## config.mk

```make
export PLATFORM = sky130hd
export DESIGN_NAME = alpha_map_rle_encoder
export DESIGN_NICKNAME = d
export VERILOG_FILES = /design/src/rtl/amre_pkg.sv /design/src/rtl/amre_ram.sv /design/src/rtl/amre_fifo.sv /design/src/rtl/amre_front.sv /design/src/rtl/amre_back.sv /design/src/rtl/alpha_map_rle_encoder.sv
export SDC_FILE = /design/constraint.sdc
export NUM_CORES = 1
export LEC_CHECK = 0
export BUFFER_PORTS_ARGS = -buffer_cell sky130_fd_sc_hd__clkbuf_2
export CORE_MARGIN = 5
export CORE_UTILIZATION = 40
export CTS_CLUSTER_SIZE = 10
export DETAILED_ROUTE_END_ITERATION = 8
export PLACE_DENSITY = 0.62
export SETUP_SLACK_MARGIN = 0.1
export SLEW_MARGIN = 5
export SYNTH_ARGS = -nofsm -noshare
export SYNTH_HDL_FRONTEND = slang
export SYNTH_SLANG_ARGS = --single-unit
```

## constraint.sdc

```tcl
create_clock -name i_clk -period 6.2 [get_ports i_clk]
set_clock_uncertainty 0.05 [all_clocks]
set_input_delay 0.31 -clock i_clk [delete_from_list [all_inputs] [get_ports i_clk]]
set_output_delay 0.31 -clock i_clk [all_outputs]
set_load 0.02 [all_outputs]
```

## src/rtl/amre_pkg.sv

```systemverilog
package amre_pkg;

    // Map geometry and literal buffer sizing
    localparam int ROW_WIDTH = 64;
    localparam int BUF_DEPTH = 64;
    localparam int LIT_CAP   = (ROW_WIDTH <= 64) ? 64 : 63;
    localparam int MAX_RUN   = 127;

    localparam int COL_W     = $clog2(ROW_WIDTH);
    localparam int IDX_W     = $clog2(BUF_DEPTH);
    localparam int CNT_W     = 7;
    localparam int BYTE_W    = 8;

    // Literal RAM holds two banks: one filling, one draining
    localparam int RAM_DEPTH = 2 * BUF_DEPTH;
    localparam int ADDR_W    = IDX_W + 1;

    // Command queue between front and back
    localparam int QDEPTH    = 4;
    localparam int QPTR_W    = $clog2(QDEPTH);

    typedef struct packed {
        logic [BYTE_W-1:0] alpha_byte;
        logic              end_of_map;
    } t_in;

    typedef struct packed {
        logic              entry_start;
        logic              fill_mode;
        logic [CNT_W-1:0]  entry_count;
        logic [BYTE_W-1:0] value;
        logic              last_of_burst;
    } t_out;

    // One queued command: optional copy entry, then optional fill entry
    typedef struct packed {
        logic              has_copy;
        logic              copy_bank;
        logic [CNT_W-1:0]  copy_n;
        logic              has_fill;
        logic [CNT_W-1:0]  fill_n;
        logic [BYTE_W-1:0] fill_val;
        logic              last;
    } t_cmd;

    // Bank release from back to front
    typedef struct packed {
        logic valid;
        logic bank;
    } t_rel;

    // Literal write from front to RAM
    typedef struct packed {
        logic              en;
        logic [ADDR_W-1:0] addr;
        logic [BYTE_W-1:0] data;
    } t_wr;

endpackage

```

## src/rtl/amre_ram.sv

```systemverilog
module amre_ram #(
    parameter int WIDTH = 8,
    parameter int DEPTH = 128,
    localparam int AW   = $clog2(DEPTH)
) (
    input  logic             i_clk,
    input  logic             i_we,
    input  logic [AW-1:0]    i_waddr,
    input  logic [WIDTH-1:0] i_wdata,
    input  logic             i_re,
    input  logic [AW-1:0]    i_raddr,
    output logic [WIDTH-1:0] o_rdata
);

    logic [WIDTH-1:0] r_mem [DEPTH];
    logic [WIDTH-1:0] r_rdata;

    // Single write port, registered read that holds when not enabled
    always_ff @(posedge i_clk) begin
        if (i_we) begin
            r_mem[i_waddr] <= i_wdata;
        end
        if (i_re) begin
            r_rdata <= r_mem[i_raddr];
        end
    end

    assign o_rdata = r_rdata;

endmodule

```

## src/rtl/amre_fifo.sv

```systemverilog
module amre_fifo
    import amre_pkg::*;
(
    input  logic i_clk,
    input  logic i_rst_n,
    input  logic i_push,
    input  t_cmd i_wdata,
    output logic o_full,
    input  logic i_pop,
    output logic o_empty,
    output t_cmd o_rdata
);

    t_cmd              r_mem [QDEPTH];
    logic [QPTR_W-1:0] r_wp;
    logic [QPTR_W-1:0] r_rp;
    logic [QPTR_W:0]   r_cnt;

    // Storage
    always_ff @(posedge i_clk) begin
        if (i_push) begin
            r_mem[r_wp] <= i_wdata;
        end
    end

    // Pointers and fill level
    always_ff @(posedge i_clk) begin
        if (!i_rst_n) begin
            r_wp  <= '0;
            r_rp  <= '0;
            r_cnt <= '0;
        end else begin
            if (i_push) begin
                r_wp <= r_wp + 1'b1;
            end
            if (i_pop) begin
                r_rp <= r_rp + 1'b1;
            end
            if (i_push && !i_pop) begin
                r_cnt <= r_cnt + 1'b1;
            end else if (!i_push && i_pop) begin
                r_cnt <= r_cnt - 1'b1;
            end
        end
    end

    assign o_full  = (r_cnt == (QPTR_W+1)'(QDEPTH));
    assign o_empty = (r_cnt == '0);
    assign o_rdata = r_mem[r_rp];

endmodule

```

## src/rtl/amre_front.sv

```systemverilog
module amre_front
    import amre_pkg::*;
(
    input  logic i_clk,
    input  logic i_rst_n,
    input  logic i_valid,
    output logic o_stall,
    input  t_in  i_data,
    output logic o_push,
    output t_cmd o_cmd,
    input  logic i_full,
    output t_wr  o_wr,
    input  t_rel i_rel
);

    typedef enum logic [1:0] {
        F_IDLE,
        F_CHG,
        F_ROW
    } t_fstate;

    t_fstate           r_state, n_state;
    logic [BYTE_W-1:0] r_byte, n_byte;
    logic              r_row_end, n_row_end;
    logic [COL_W-1:0]  r_col, n_col;
    logic              r_run_open, n_run_open;
    logic [BYTE_W-1:0] r_run_val, n_run_val;
    logic [CNT_W-1:0]  r_run_len, n_run_len;
    logic [CNT_W-1:0]  r_lit_cnt, n_lit_cnt;
    logic              r_bank, n_bank;
    logic [1:0]        r_busy, n_busy;

    logic              fill_close;
    logic [CNT_W-1:0]  lit_plus;
    logic              need_write;
    logic              flush_all;
    logic              cl_ok;
    t_cmd              cl_cmd;
    logic              do_push;
    logic              do_write;

    // Actions for closing the open run; a row end also flushes every literal
    always_comb begin
        flush_all  = (r_state == F_ROW);
        fill_close = (r_run_len >= CNT_W'(2));
        lit_plus   = r_lit_cnt + 1'b1;

        cl_cmd           = '0;
        cl_cmd.copy_bank = r_bank;
        cl_cmd.fill_n    = r_run_len;
        cl_cmd.fill_val  = r_run_val;
        cl_cmd.last      = flush_all || !r_row_end;
        if (fill_close) begin
            need_write      = 1'b0;
            cl_cmd.has_fill = 1'b1;
            cl_cmd.has_copy = (r_lit_cnt != '0);
            cl_cmd.copy_n   = r_lit_cnt;
        end else begin
            need_write      = 1'b1;
            cl_cmd.has_fill = 1'b0;
            cl_cmd.has_copy = flush_all || (lit_plus >= CNT_W'(LIT_CAP));
            cl_cmd.copy_n   = lit_plus;
        end
        cl_ok = !i_full && !(need_write && r_busy[r_bank]);
    end

    // Item sequencing: accept, close on value change, close at row end
    always_comb begin
        n_state    = r_state;
        n_byte     = r_byte;
        n_row_end  = r_row_end;
        n_col      = r_col;
        n_run_open = r_run_open;
        n_run_val  = r_run_val;
        n_run_len  = r_run_len;
        n_lit_cnt  = r_lit_cnt;
        n_bank     = r_bank;
        n_busy     = r_busy;
        do_push    = 1'b0;
        do_write   = 1'b0;

        if (i_rel.valid) begin
            n_busy[i_rel.bank] = 1'b0;
        end

        case (r_state)
            F_IDLE: begin
                if (i_valid) begin
                    n_byte    = i_data.alpha_byte;
                    n_row_end = i_data.end_of_map || (r_col >= COL_W'(ROW_WIDTH - 1));
                    n_col     = n_row_end ? '0 : r_col + 1'b1;
                    n_state   = F_CHG;
                end
            end
            F_CHG: begin
                if (r_run_open && (r_byte == r_run_val) && (r_run_len < CNT_W'(MAX_RUN))) begin
                    n_run_len = r_run_len + 1'b1;
                    n_state   = r_row_end ? F_ROW : F_IDLE;
                end else if (!r_run_open || cl_ok) begin
                    if (r_run_open) begin
                        do_write = need_write;
                        do_push  = cl_cmd.has_copy || cl_cmd.has_fill;
                        if (cl_cmd.has_copy) begin
                            n_lit_cnt      = '0;
                            n_bank         = ~r_bank;
                            n_busy[r_bank] = 1'b1;
                        end else if (need_write) begin
                            n_lit_cnt = lit_plus;
                        end
                    end
                    n_run_open = 1'b1;
                    n_run_val  = r_byte;
                    n_run_len  = CNT_W'(1);
                    n_state    = r_row_end ? F_ROW : F_IDLE;
                end
            end
            F_ROW: begin
                if (cl_ok) begin
                    do_write   = need_write;
                    do_push    = 1'b1;
                    n_lit_cnt  = '0;
                    n_run_open = 1'b0;
                    n_run_len  = '0;
                    if (cl_cmd.has_copy) begin
                        n_bank         = ~r_bank;
                        n_busy[r_bank] = 1'b1;
                    end
                    n_state = F_IDLE;
                end
            end
            default: begin
                n_state = F_IDLE;
            end
        endcase
    end

    // State and registered control
    always_ff @(posedge i_clk) begin
        if (!i_rst_n) begin
            r_state    <= F_IDLE;
            r_row_end  <= 1'b0;
            r_col      <= '0;
            r_run_open <= 1'b0;
            r_run_val  <= '0;
            r_run_len  <= '0;
            r_lit_cnt  <= '0;
            r_bank     <= 1'b0;
            r_busy     <= '0;
        end else begin
            r_state    <= n_state;
            r_row_end  <= n_row_end;
            r_col      <= n_col;
            r_run_open <= n_run_open;
            r_run_val  <= n_run_val;
            r_run_len  <= n_run_len;
            r_lit_cnt  <= n_lit_cnt;
            r_bank     <= n_bank;
            r_busy     <= n_busy;
        end
        r_byte <= n_byte;
    end

    assign o_stall = (r_state != F_IDLE);
    assign o_push  = do_push;
    assign o_cmd   = cl_cmd;
    assign o_wr.en   = do_write;
    assign o_wr.addr = {r_bank, r_lit_cnt[IDX_W-1:0]};
    assign o_wr.data = r_run_val;

endmodule

```

## src/rtl/amre_back.sv

```systemverilog
module amre_back
    import amre_pkg::*;
(
    input  logic              i_clk,
    input  logic              i_rst_n,
    input  logic              i_empty,
    input  t_cmd              i_cmd,
    output logic              o_pop,
    output t_rel              o_rel,
    output logic              o_rd_en,
    output logic [ADDR_W-1:0] o_rd_addr,
    input  logic [BYTE_W-1:0] i_rd_data,
    output logic              o_valid,
    output t_out              o_data,
    input  logic              i_stall
);

    typedef enum logic [1:0] {
        B_IDLE,
        B_COPY,
        B_FILL
    } t_bstate;

    t_bstate          r_state, n_state;
    t_cmd             r_cmd, n_cmd;
    logic [IDX_W-1:0] r_idx, n_idx;
    logic             r_pend, n_pend;
    t_out             r_pmeta, n_pmeta;
    logic             r_puse_ram, n_puse_ram;
    logic             r_out_valid, n_out_valid;
    t_out             r_out, n_out;

    logic can_load;
    logic load;
    logic slot_free;
    logic last_idx;

    // Output register takes the pending item when free or being drained
    always_comb begin
        can_load  = !r_out_valid || !i_stall;
        load      = r_pend && can_load;
        slot_free = !r_pend || load;
        last_idx  = ((CNT_W'(r_idx) + 1'b1) == r_cmd.copy_n);
    end

    // Entry sequencing: copy items read from RAM, then the fill item
    always_comb begin
        n_state     = r_state;
        n_cmd       = r_cmd;
        n_idx       = r_idx;
        n_pend      = r_pend && !load;
        n_pmeta     = r_pmeta;
        n_puse_ram  = r_puse_ram;
        n_out_valid = r_out_valid && i_stall;
        n_out       = r_out;
        o_pop       = 1'b0;
        o_rel       = '0;
        o_rd_en     = 1'b0;
        o_rd_addr   = {r_cmd.copy_bank, r_idx};

        if (load) begin
            n_out_valid = 1'b1;
            n_out       = r_pmeta;
            n_out.value = r_puse_ram ? i_rd_data : r_pmeta.value;
        end

        case (r_state)
            B_IDLE: begin
                if (!i_empty) begin
                    o_pop   = 1'b1;
                    n_cmd   = i_cmd;
                    n_idx   = '0;
                    n_state = i_cmd.has_copy ? B_COPY : B_FILL;
                end
            end
            B_COPY: begin
                if (slot_free) begin
                    o_rd_en                = 1'b1;
                    n_pend                 = 1'b1;
                    n_puse_ram             = 1'b1;
                    n_pmeta.entry_start    = (r_idx == '0);
                    n_pmeta.fill_mode      = 1'b0;
                    n_pmeta.entry_count    = r_cmd.copy_n;
                    n_pmeta.value          = '0;
                    n_pmeta.last_of_burst  = r_cmd.last && !r_cmd.has_fill && last_idx;
                    n_idx                  = r_idx + 1'b1;
                    if (last_idx) begin
                        o_rel.valid = 1'b1;
                        o_rel.bank  = r_cmd.copy_bank;
                        n_state     = r_cmd.has_fill ? B_FILL : B_IDLE;
                    end
                end
            end
            B_FILL: begin
                if (slot_free) begin
                    n_pend                = 1'b1;
                    n_puse_ram            = 1'b0;
                    n_pmeta.entry_start   = 1'b1;
                    n_pmeta.fill_mode     = 1'b1;
                    n_pmeta.entry_count   = r_cmd.fill_n;
                    n_pmeta.value         = r_cmd.fill_val;
                    n_pmeta.last_of_burst = r_cmd.last;
                    n_state               = B_IDLE;
                end
            end
            default: begin
                n_state = B_IDLE;
            end
        endcase
    end

    // State and registered outputs
    always_ff @(posedge i_clk) begin
        if (!i_rst_n) begin
            r_state     <= B_IDLE;
            r_pend      <= 1'b0;
            r_out_valid <= 1'b0;
        end else begin
            r_state     <= n_state;
            r_pend      <= n_pend;
            r_out_valid <= n_out_valid;
        end
        r_cmd      <= n_cmd;
        r_idx      <= n_idx;
        r_pmeta    <= n_pmeta;
        r_puse_ram <= n_puse_ram;
        r_out      <= n_out;
    end

    assign o_valid = r_out_valid;
    assign o_data  = r_out;

endmodule

```

## src/rtl/alpha_map_rle_encoder.sv

```systemverilog
// Results pass from the front through the command queue and, for copies, the literal
// RAM to the back, which holds each in its pending slot and then its output register.
// The front takes a new item only once it has checked the last for a value change and,
// at a row or map end, flushed; it waits when the command queue is full or the literal
// bank it fills is still being read out.
// The back sends one result per cycle unless stalled, with an idle state per command.
// Synchronous active-low reset clears all control.
module alpha_map_rle_encoder
    import amre_pkg::*;
(
    input  logic i_clk,
    input  logic i_rst_n,
    input  logic i_valid,
    output logic o_stall,
    input  t_in  i_data,
    output logic o_valid,
    input  logic i_stall,
    output t_out o_data
);

    logic              push;
    logic              pop;
    logic              full;
    logic              empty;
    t_cmd              push_cmd;
    t_cmd              head_cmd;
    t_wr               lit_wr;
    t_rel              rel;
    logic              rd_en;
    logic [ADDR_W-1:0] rd_addr;
    logic [BYTE_W-1:0] rd_data;

    // Front: run tracking and literal collection
    amre_front u_front (
        .i_clk   (i_clk),
        .i_rst_n (i_rst_n),
        .i_valid (i_valid),
        .o_stall (o_stall),
        .i_data  (i_data),
        .o_push  (push),
        .o_cmd   (push_cmd),
        .i_full  (full),
        .o_wr    (lit_wr),
        .i_rel   (rel)
    );

    // Command queue
    amre_fifo u_fifo (
        .i_clk   (i_clk),
        .i_rst_n (i_rst_n),
        .i_push  (push),
        .i_wdata (push_cmd),
        .o_full  (full),
        .i_pop   (pop),
        .o_empty (empty),
        .o_rdata (head_cmd)
    );

    // Two-bank literal buffer
    amre_ram #(
        .WIDTH (BYTE_W),
        .DEPTH (RAM_DEPTH)
    ) u_lit_ram (
        .i_clk   (i_clk),
        .i_we    (lit_wr.en),
        .i_waddr (lit_wr.addr),
        .i_wdata (lit_wr.data),
        .i_re    (rd_en),
        .i_raddr (rd_addr),
        .o_rdata (rd_data)
    );

    // Back: entry emission
    amre_back u_back (
        .i_clk     (i_clk),
        .i_rst_n   (i_rst_n),
        .i_empty   (empty),
        .i_cmd     (head_cmd),
        .o_pop     (pop),
        .o_rel     (rel),
        .o_rd_en   (rd_en),
        .o_rd_addr (rd_addr),
        .i_rd_data (rd_data),
        .o_valid   (o_valid),
        .o_data    (o_data),
        .i_stall   (i_stall)
    );

endmodule

```

# == Word level (Yosys, flattened, before mapping) ==
# Memories as Yosys holds them, arrays and structs flattened. A register that Yosys moved wholly into a read port is not among the register bits.
# Cells that the tools add are included.
# totals
input_bits,13
n_memories,2
rom_bits,0
reg_bits,122
latch_bits,0
wordCells,218
mem_bits_rw,1128
out_inout_bits,20
# op_classes
n_shift,0
eq_ne,18
n_mul,0
n_bitwise,6
n_reduce_logical,53
order_cmp,8
mux,88
div_mod_pow,0
addsub,9
# memory_table
memory,words,word_bits,rd,rd_ports_with_merged_regs,write_ports,line,source
u_lit_ram.r_mem,128,8,1,1,1,amre_ram.sv:15,logic [WIDTH-1:0] r_mem [DEPTH];
u_fifo.r_mem,4,26,1,1,1,amre_fifo.sv:14,t_cmd r_mem [QDEPTH];
# op_table
operator,count
two-way mux 7 bit,8
two-way mux 2 bit,22
two-way mux 18 bit,2
case mux 18 bit (2 select lines),1
two-way mux 1 bit,35
case mux 7 bit (2 select lines),2
two-way mux 6 bit,3
two-way mux 8 bit,2
AND reduction 3 bit,5
adder 7 x 1 -> 7 bit (second input constant),2
logical AND 1 bit,13
adder 6 x 1 -> 6 bit (second input constant),2
case mux 2 bit (3 select lines),2
case mux 6 bit (2 select lines),1
zero test 1 bit,11
inequality test 2 x 1 -> 1 bit (second input constant),5
case mux 1 bit (2 select lines),5
nonzero test 2 bit,5
== test 8 bit,1
inequality test 2 bit (second input constant),4
AND reduction 4 bit,2
adder 6 x 1 -> 7 bit (second input constant),1
== test 7 bit,1
>= comparator 7 x 2 -> 1 bit (second input constant),1
other kinds (29),46

# == Longest topological paths before layout ==
# depth
word_depth,19
depth_mapped,13
ltp_nobuf,13

# == Hierarchy ==
# A second synthesis with hierarchy kept.
# hier_totals
hier_cells,2268
area_unflattened_um2,49349.8
# modules_own_cells
module,n_inst,area_per_inst_um2,seq_area_each_um2,cells_each
amre_ram,1,39745.6,30989.7,1635
amre_fifo,1,4242.8,3303.2,179
amre_back,1,2882.8,2122.0,174
amre_front,1,2478.6,940.9,280

# == Worst setup path after synthesis ==
# No wires, ideal clock.
# synth_path
kind,flip-flop to flip-flop
from,reg u_front.r_run_val[3]
to,reg u_fifo.r_cnt[2]
synth_period_minus_slack_ns,4.309
setup_slack_ns,1.891
t_arrival_ns,4.188
setup_ns,0.070
path_buffers,0
path_stages_with_launch,11
required_ns,6.080
path_cell_list,dfxtp_1 -> xnor2_1 -> nand4_1 -> nor4b_2 -> nor4b_2 -> ha_1 -> inv_1 -> fa_1 -> xor2_1 -> or3_1 -> a21oi_1
# synth_between
elab_chain_len,8
word_cells_on_any_way,10
cone_classes,1 x eq/ne; 3 x mux; 6 x reduce/logical
# synth_lines
element,line,source
start: declaration,amre_front.sv:27,"logic [BYTE_W-1:0] r_run_val, n_run_val;"
start signal: assignment,amre_front.sv:154,r_run_val <= n_run_val;
== test 8 bit (*),amre_front.sv:96,if (r_run_open && (r_byte == r_run_val) && (r_run_len < CNT_W'(MAX_RUN))) begin
logical AND 1 bit (*) (2 in series),amre_front.sv:96,
two-way mux 1 bit (*),amre_front.sv:96,
case mux 1 bit (2 select lines) (*),amre_front.sv:86,case (r_state)
named net push,alpha_map_rle_encoder.sv:21,logic push;
zero test 1 bit,amre_fifo.sv:41,end else if (!i_push && i_pop) begin
logical AND 1 bit,amre_fifo.sv:41,
nonzero test 2 bit (no source line),--,
end signal: assignment,amre_fifo.sv:40,r_cnt <= r_cnt + 1'b1;
end signal: assignment,amre_fifo.sv:42,r_cnt <= r_cnt - 1'b1;
end: declaration,amre_fifo.sv:17,logic [QPTR_W:0] r_cnt;
# Mark *: on every way through the listed nets, which the timed path passes. The rest lies on a longest branch.
# A chain may end at the register's enable or synchronous reset.

# == Worst setup path in the final report ==
# layout_path
from,reg u_front.r_run_len[0]
to,"mem u_lit_ram.r_mem[264][4], in the netlist u_lit_ram.r_mem[66][4] (enable)"
# layout_between
elab_chain_len,11
word_cells_on_any_way,15
cone_classes,2 x order compare; 8 x mux; 5 x reduce/logical
# layout_lines
element,line,source
start: declaration,amre_front.sv:28,"logic [CNT_W-1:0] r_run_len, n_run_len;"
start signal: assignment,amre_front.sv:155,r_run_len <= n_run_len;
>= comparator 7 x 2 -> 1 bit,amre_front.sv:45,fill_close = (r_run_len >= CNT_W'(2));
two-way mux 1 bit,amre_front.sv:53,if (fill_close) begin
logical AND 1 bit,amre_front.sv:64,cl_ok = !i_full && !(need_write && r_busy[r_bank]);
zero test 1 bit,amre_front.sv:64,
logical AND 1 bit,amre_front.sv:64,
logical OR 1 bit,amre_front.sv:99,end else if (!r_run_open || cl_ok) begin
two-way mux 1 bit,amre_front.sv:99,
two-way mux 1 bit,amre_front.sv:96,
case mux 1 bit (2 select lines) (*),amre_front.sv:86,
two-way mux 1 bit (*),amre_ram.sv:20,if (i_we) begin
two-way mux 1 bit (implied by the code) (*),amre_ram.sv:21,r_mem[i_waddr] <= i_wdata;
end: declaration,amre_ram.sv:15,
# Every way passes the cells marked *; elsewhere a longest branch is shown, timed or not.

==> metrics.md <==
| Metric | Value |
|---|---|
| Outcome | `complete, no violations` |
| Register area share after synthesis | `between 70% and 80%` |
| Via count | `24.1k` |
| H-tree levels | `4` |
| Max-cap violations | `0` |
| Power Dens Cells | `415 nW/um2` |
| Root buffer cell | `clkbuf_16` |
| DRT Pass-1 Iters | `6` |
| Hold Crit Class | `input pin to flip-flop` |
| IO Port Bufs | `32` |
| Worst endpoint required time | `between 6000 and 7000 ps` |
| Area delta synth->final | `12.8%` |
| Global placer's final weighted congestion | `approximately 0.84` |
| Most frequent cell after synthesis | `edfxtp_1` |
| Power Total | `0.0229 W` |
| Inserted Clock Buffers | `146` |
| Fin. max-slew vios | `0` |
| Post-CTS setup buffer count | `0` |
| Worst r2r dst | `u_lit_ram.r_mem[66][4]` |
| Hold path endpoint | `u_front.r_lit_cnt[1]` |
| Crit Path Max Fanout | `16` |
| Ys async rst share | `0%` |
| Total Wirelength | `117000 um` |
| VDD IR max | `0.680 mV` |
| Crit share post-route | `between 60% and 70%` |
| Worst R2R Start | `u_front.r_run_len[0]` |
| Synth Register Bits | `around 1.3k` |
| Largest net degree at the start of global routing | `156` |
| Syn nets | `2445` |
| Period minus WS final | `4130 ps` |
| Post-Syn Area per Cell | `20.3 um2` |
| Critical Path AT | `4430 ps` |
| Worst skew pair latency | `730 ps` |
| DP Area | `51000 um2` |
| Initial antenna violation count | `2` |
| Dominant cell type by area after synthesis | `edfxtp_1` |
| DR vias/cell | `5.75` |
| Post-DP HPWL | `70900 um` |
| Iteration-0 DRC Markers | `2662` |
| Mapped Cells | `approximately 2.4k` |
| Rel. slew slack | `17.9%` |
| Filler-free cell count of the finished design | `4191` |
| Setup_tns | `0 ps` |
| Die Y | `360 um` |
| Synth warnings | `0` |
| Leak | `17.3 nW` |
| Hold_sp | `i_rst_n` |
| WS Path Type | `flip-flop to flip-flop` |
| Die area | `129000 um2` |
| Remaining DRCs | `0` |
| RSZ-0062 raised after global routing | `no` |
| Post-synth top flop | `edfxtp_1` |
| Post-synth EDFFs | `between 1k and 1.5k` |
| Io pins | `33` |
| Final-report setup violation count | `0` |
| Max Freq | `0.242 GHz` |
| TritonCTS Sinks | `1260` |
| R2r worst-path depth | `8` |
| Unique cell type count in the Yosys netlist | `69` |
| Share of the synthesized area in the top cell type | `74.4%` |
| Synthesized area | `48900 um2` |
| Final core occ | `45.3%` |
| Layout cells sized above 1 | `22.4%` |
| Number of global-route vias before repair | `24.9k` |
| WL/cell | `28.0 um` |
| Core area | `122000 um2` |
| Starting density of the core | `between 40% and 50%` |
| Nature of the critical path endpoint | `flip-flop` |
| Die width | `around 360 um` |
| Reg2reg setup slack | `2070 ps` |
| First-pass GRT wire length | `171000 um` |
| CTS max path bufs | `3` |
| Final layout net count | `~2.5k` |
| Num rows | `128` |
| Worst-path clk slew | `60 ps` |
| GRT Overall Usage | `between 15 and 20%` |
| Final Hold Fails | `0` |
| Final instance area | `55200 um2` |
| Top cell types by occurrence after synthesis | `edfxtp_1, mux4_2, nor2_1` |
| Placed cell count | `3981` |
| Post-DRT Antenna Nets | `0` |
| Grt total ovfl | `0` |
| Worst-Margin Slew | `1230 ps` |
| TritonCTS clock tree | `done` |
| Hold path cells | `3` |
| Synth area leaders | `edfxtp_1, mux4_2, dfxtp_1, nor2_1, mux2i_1` |
| Antenna Cells | `0` |
| Startpoint types | `flip-flop` |
worst max-delay path: stages (launching register included):
cell	delay (ps)
dfxtp_1	540
inv_1	90
ha_1	220
or4_4	450
nor2_4	270
nand3_1	190
nor4_2	420
nand2_2	680
nor2_1	820
cell families (layout without fill, tap and decap cells):
group | Yosys count | after routing | share of synthesized area, %
buffers and inverters | 151 | 304 | 1.27
AND/OR/NAND/NOR | 410 | 410 | 3.79
multiplexers | 371 | 371 | 15.0
AO/OA/AOI/OAI | 167 | 167 | 2.45
adder cells (fa/ha/maj) | 19 | 19 | 0.501
flip-flops | 1260 | 1260 | 76.3
XOR/XNOR | 35 | 35 | 0.626
metal layers:
metal	vias to the layer above	GRT usage (%)	part of all wire, %
li1	10100	-	-
met1	12600	24.0	39
met2	1230	29.0	49
met3	197	4.66	9.1
met4	2	5.42	2.7
met5	-	0	0.010
cells in the final DEF, fill, tap and decap left out, drive strengths merged, types with 6 or more instances in the layout:
cell type	netlist	final
buf	55	34
or3	8	8
xor2	17	17
mux2i	66	66
clkbuf	68	218
nand3	28	28
inv	28	35
o22ai	31	31
a22oi	7	7
dlygate4sd3	0	11
nor2b	11	11
mux2	16	16
nand2	115	115
mux4	289	289
o221ai	8	8
nand2b	6	6
edfxtp	1212	1212
nor2	178	178
o21ai	18	18
nand4	8	8
dfxtp	48	48
a21oi	23	23
ha	18	18
nor3	12	12
and2	15	15
a32oi	22	22
and3	9	9
a211oi	27	27
xnor2	18	18
area by class of cell:
class / instances / area [um2]
clock buffers: 186 / 3920
flip-flops and latches: 1260 / 37400
clock inverters: 13 / 174
well taps: 1625 / 2030
inverters: 28 / 105
fillers: 10200 / 66500
multi-input cells: 1002 / 11000
repair buffers: 77 / 576
flip-flops by register name (all words and copies together), names as in the netlist, 3 cells and up, named ones only:
register / flops
u_front.r_byte: 8
u_lit_ram.o_rdata: 8
u_back.r_pmeta: 18
u_back.o_data: 18
u_front.r_run_val: 8
u_front.r_col: 6
u_fifo.r_cnt: 3
u_front.r_run_len: 7
u_front.r_lit_cnt: 7
u_fifo.r_mem: 104
u_back.r_idx: 6
u_lit_ram.r_mem: 1024
u_back.r_cmd: 24
stage by stage:
stage	setup slack (ps)	hold slack (ps)
global placement	2150	353
finish	2070	79.0
detailed placement	2040	355
CTS	2050	35.7
global route	1800	68.3
floorplan	1890	350
where the power goes:
part / internal, W / switching, W
clock network: 0.00443 / 0.00313
logic: 0.00224 / 0.00305
registers: 0.00976 / 0.000299
total: 0.0164 / 0.00648
worst max path at each step:
stage	start	endpoint	cells past startpoint
floorplan	u_front.r_run_val[3]	u_fifo.r_cnt[2]	10
global placement	u_front.r_run_len[0]	u_lit_ram.r_mem[50][3]	8
detailed placement	u_front.r_run_len[0]	u_lit_ram.r_mem[66][0]	8
CTS	u_front.r_run_len[0]	u_lit_ram.r_mem[66][1]	8
global route	u_front.r_run_len[0]	u_lit_ram.r_mem[98][0]	8
finish	u_front.r_run_len[0]	u_lit_ram.r_mem[66][4]	8
timing repair:
| item | in CTS | in global routing |
|---|---|---|
| hold buffers | 11 | 0 |
| resized for setup | 0 | 0 |
| hold endpoints to repair | 14 | 0 |
Note: power is estimated with default switching activity, not from simulation.
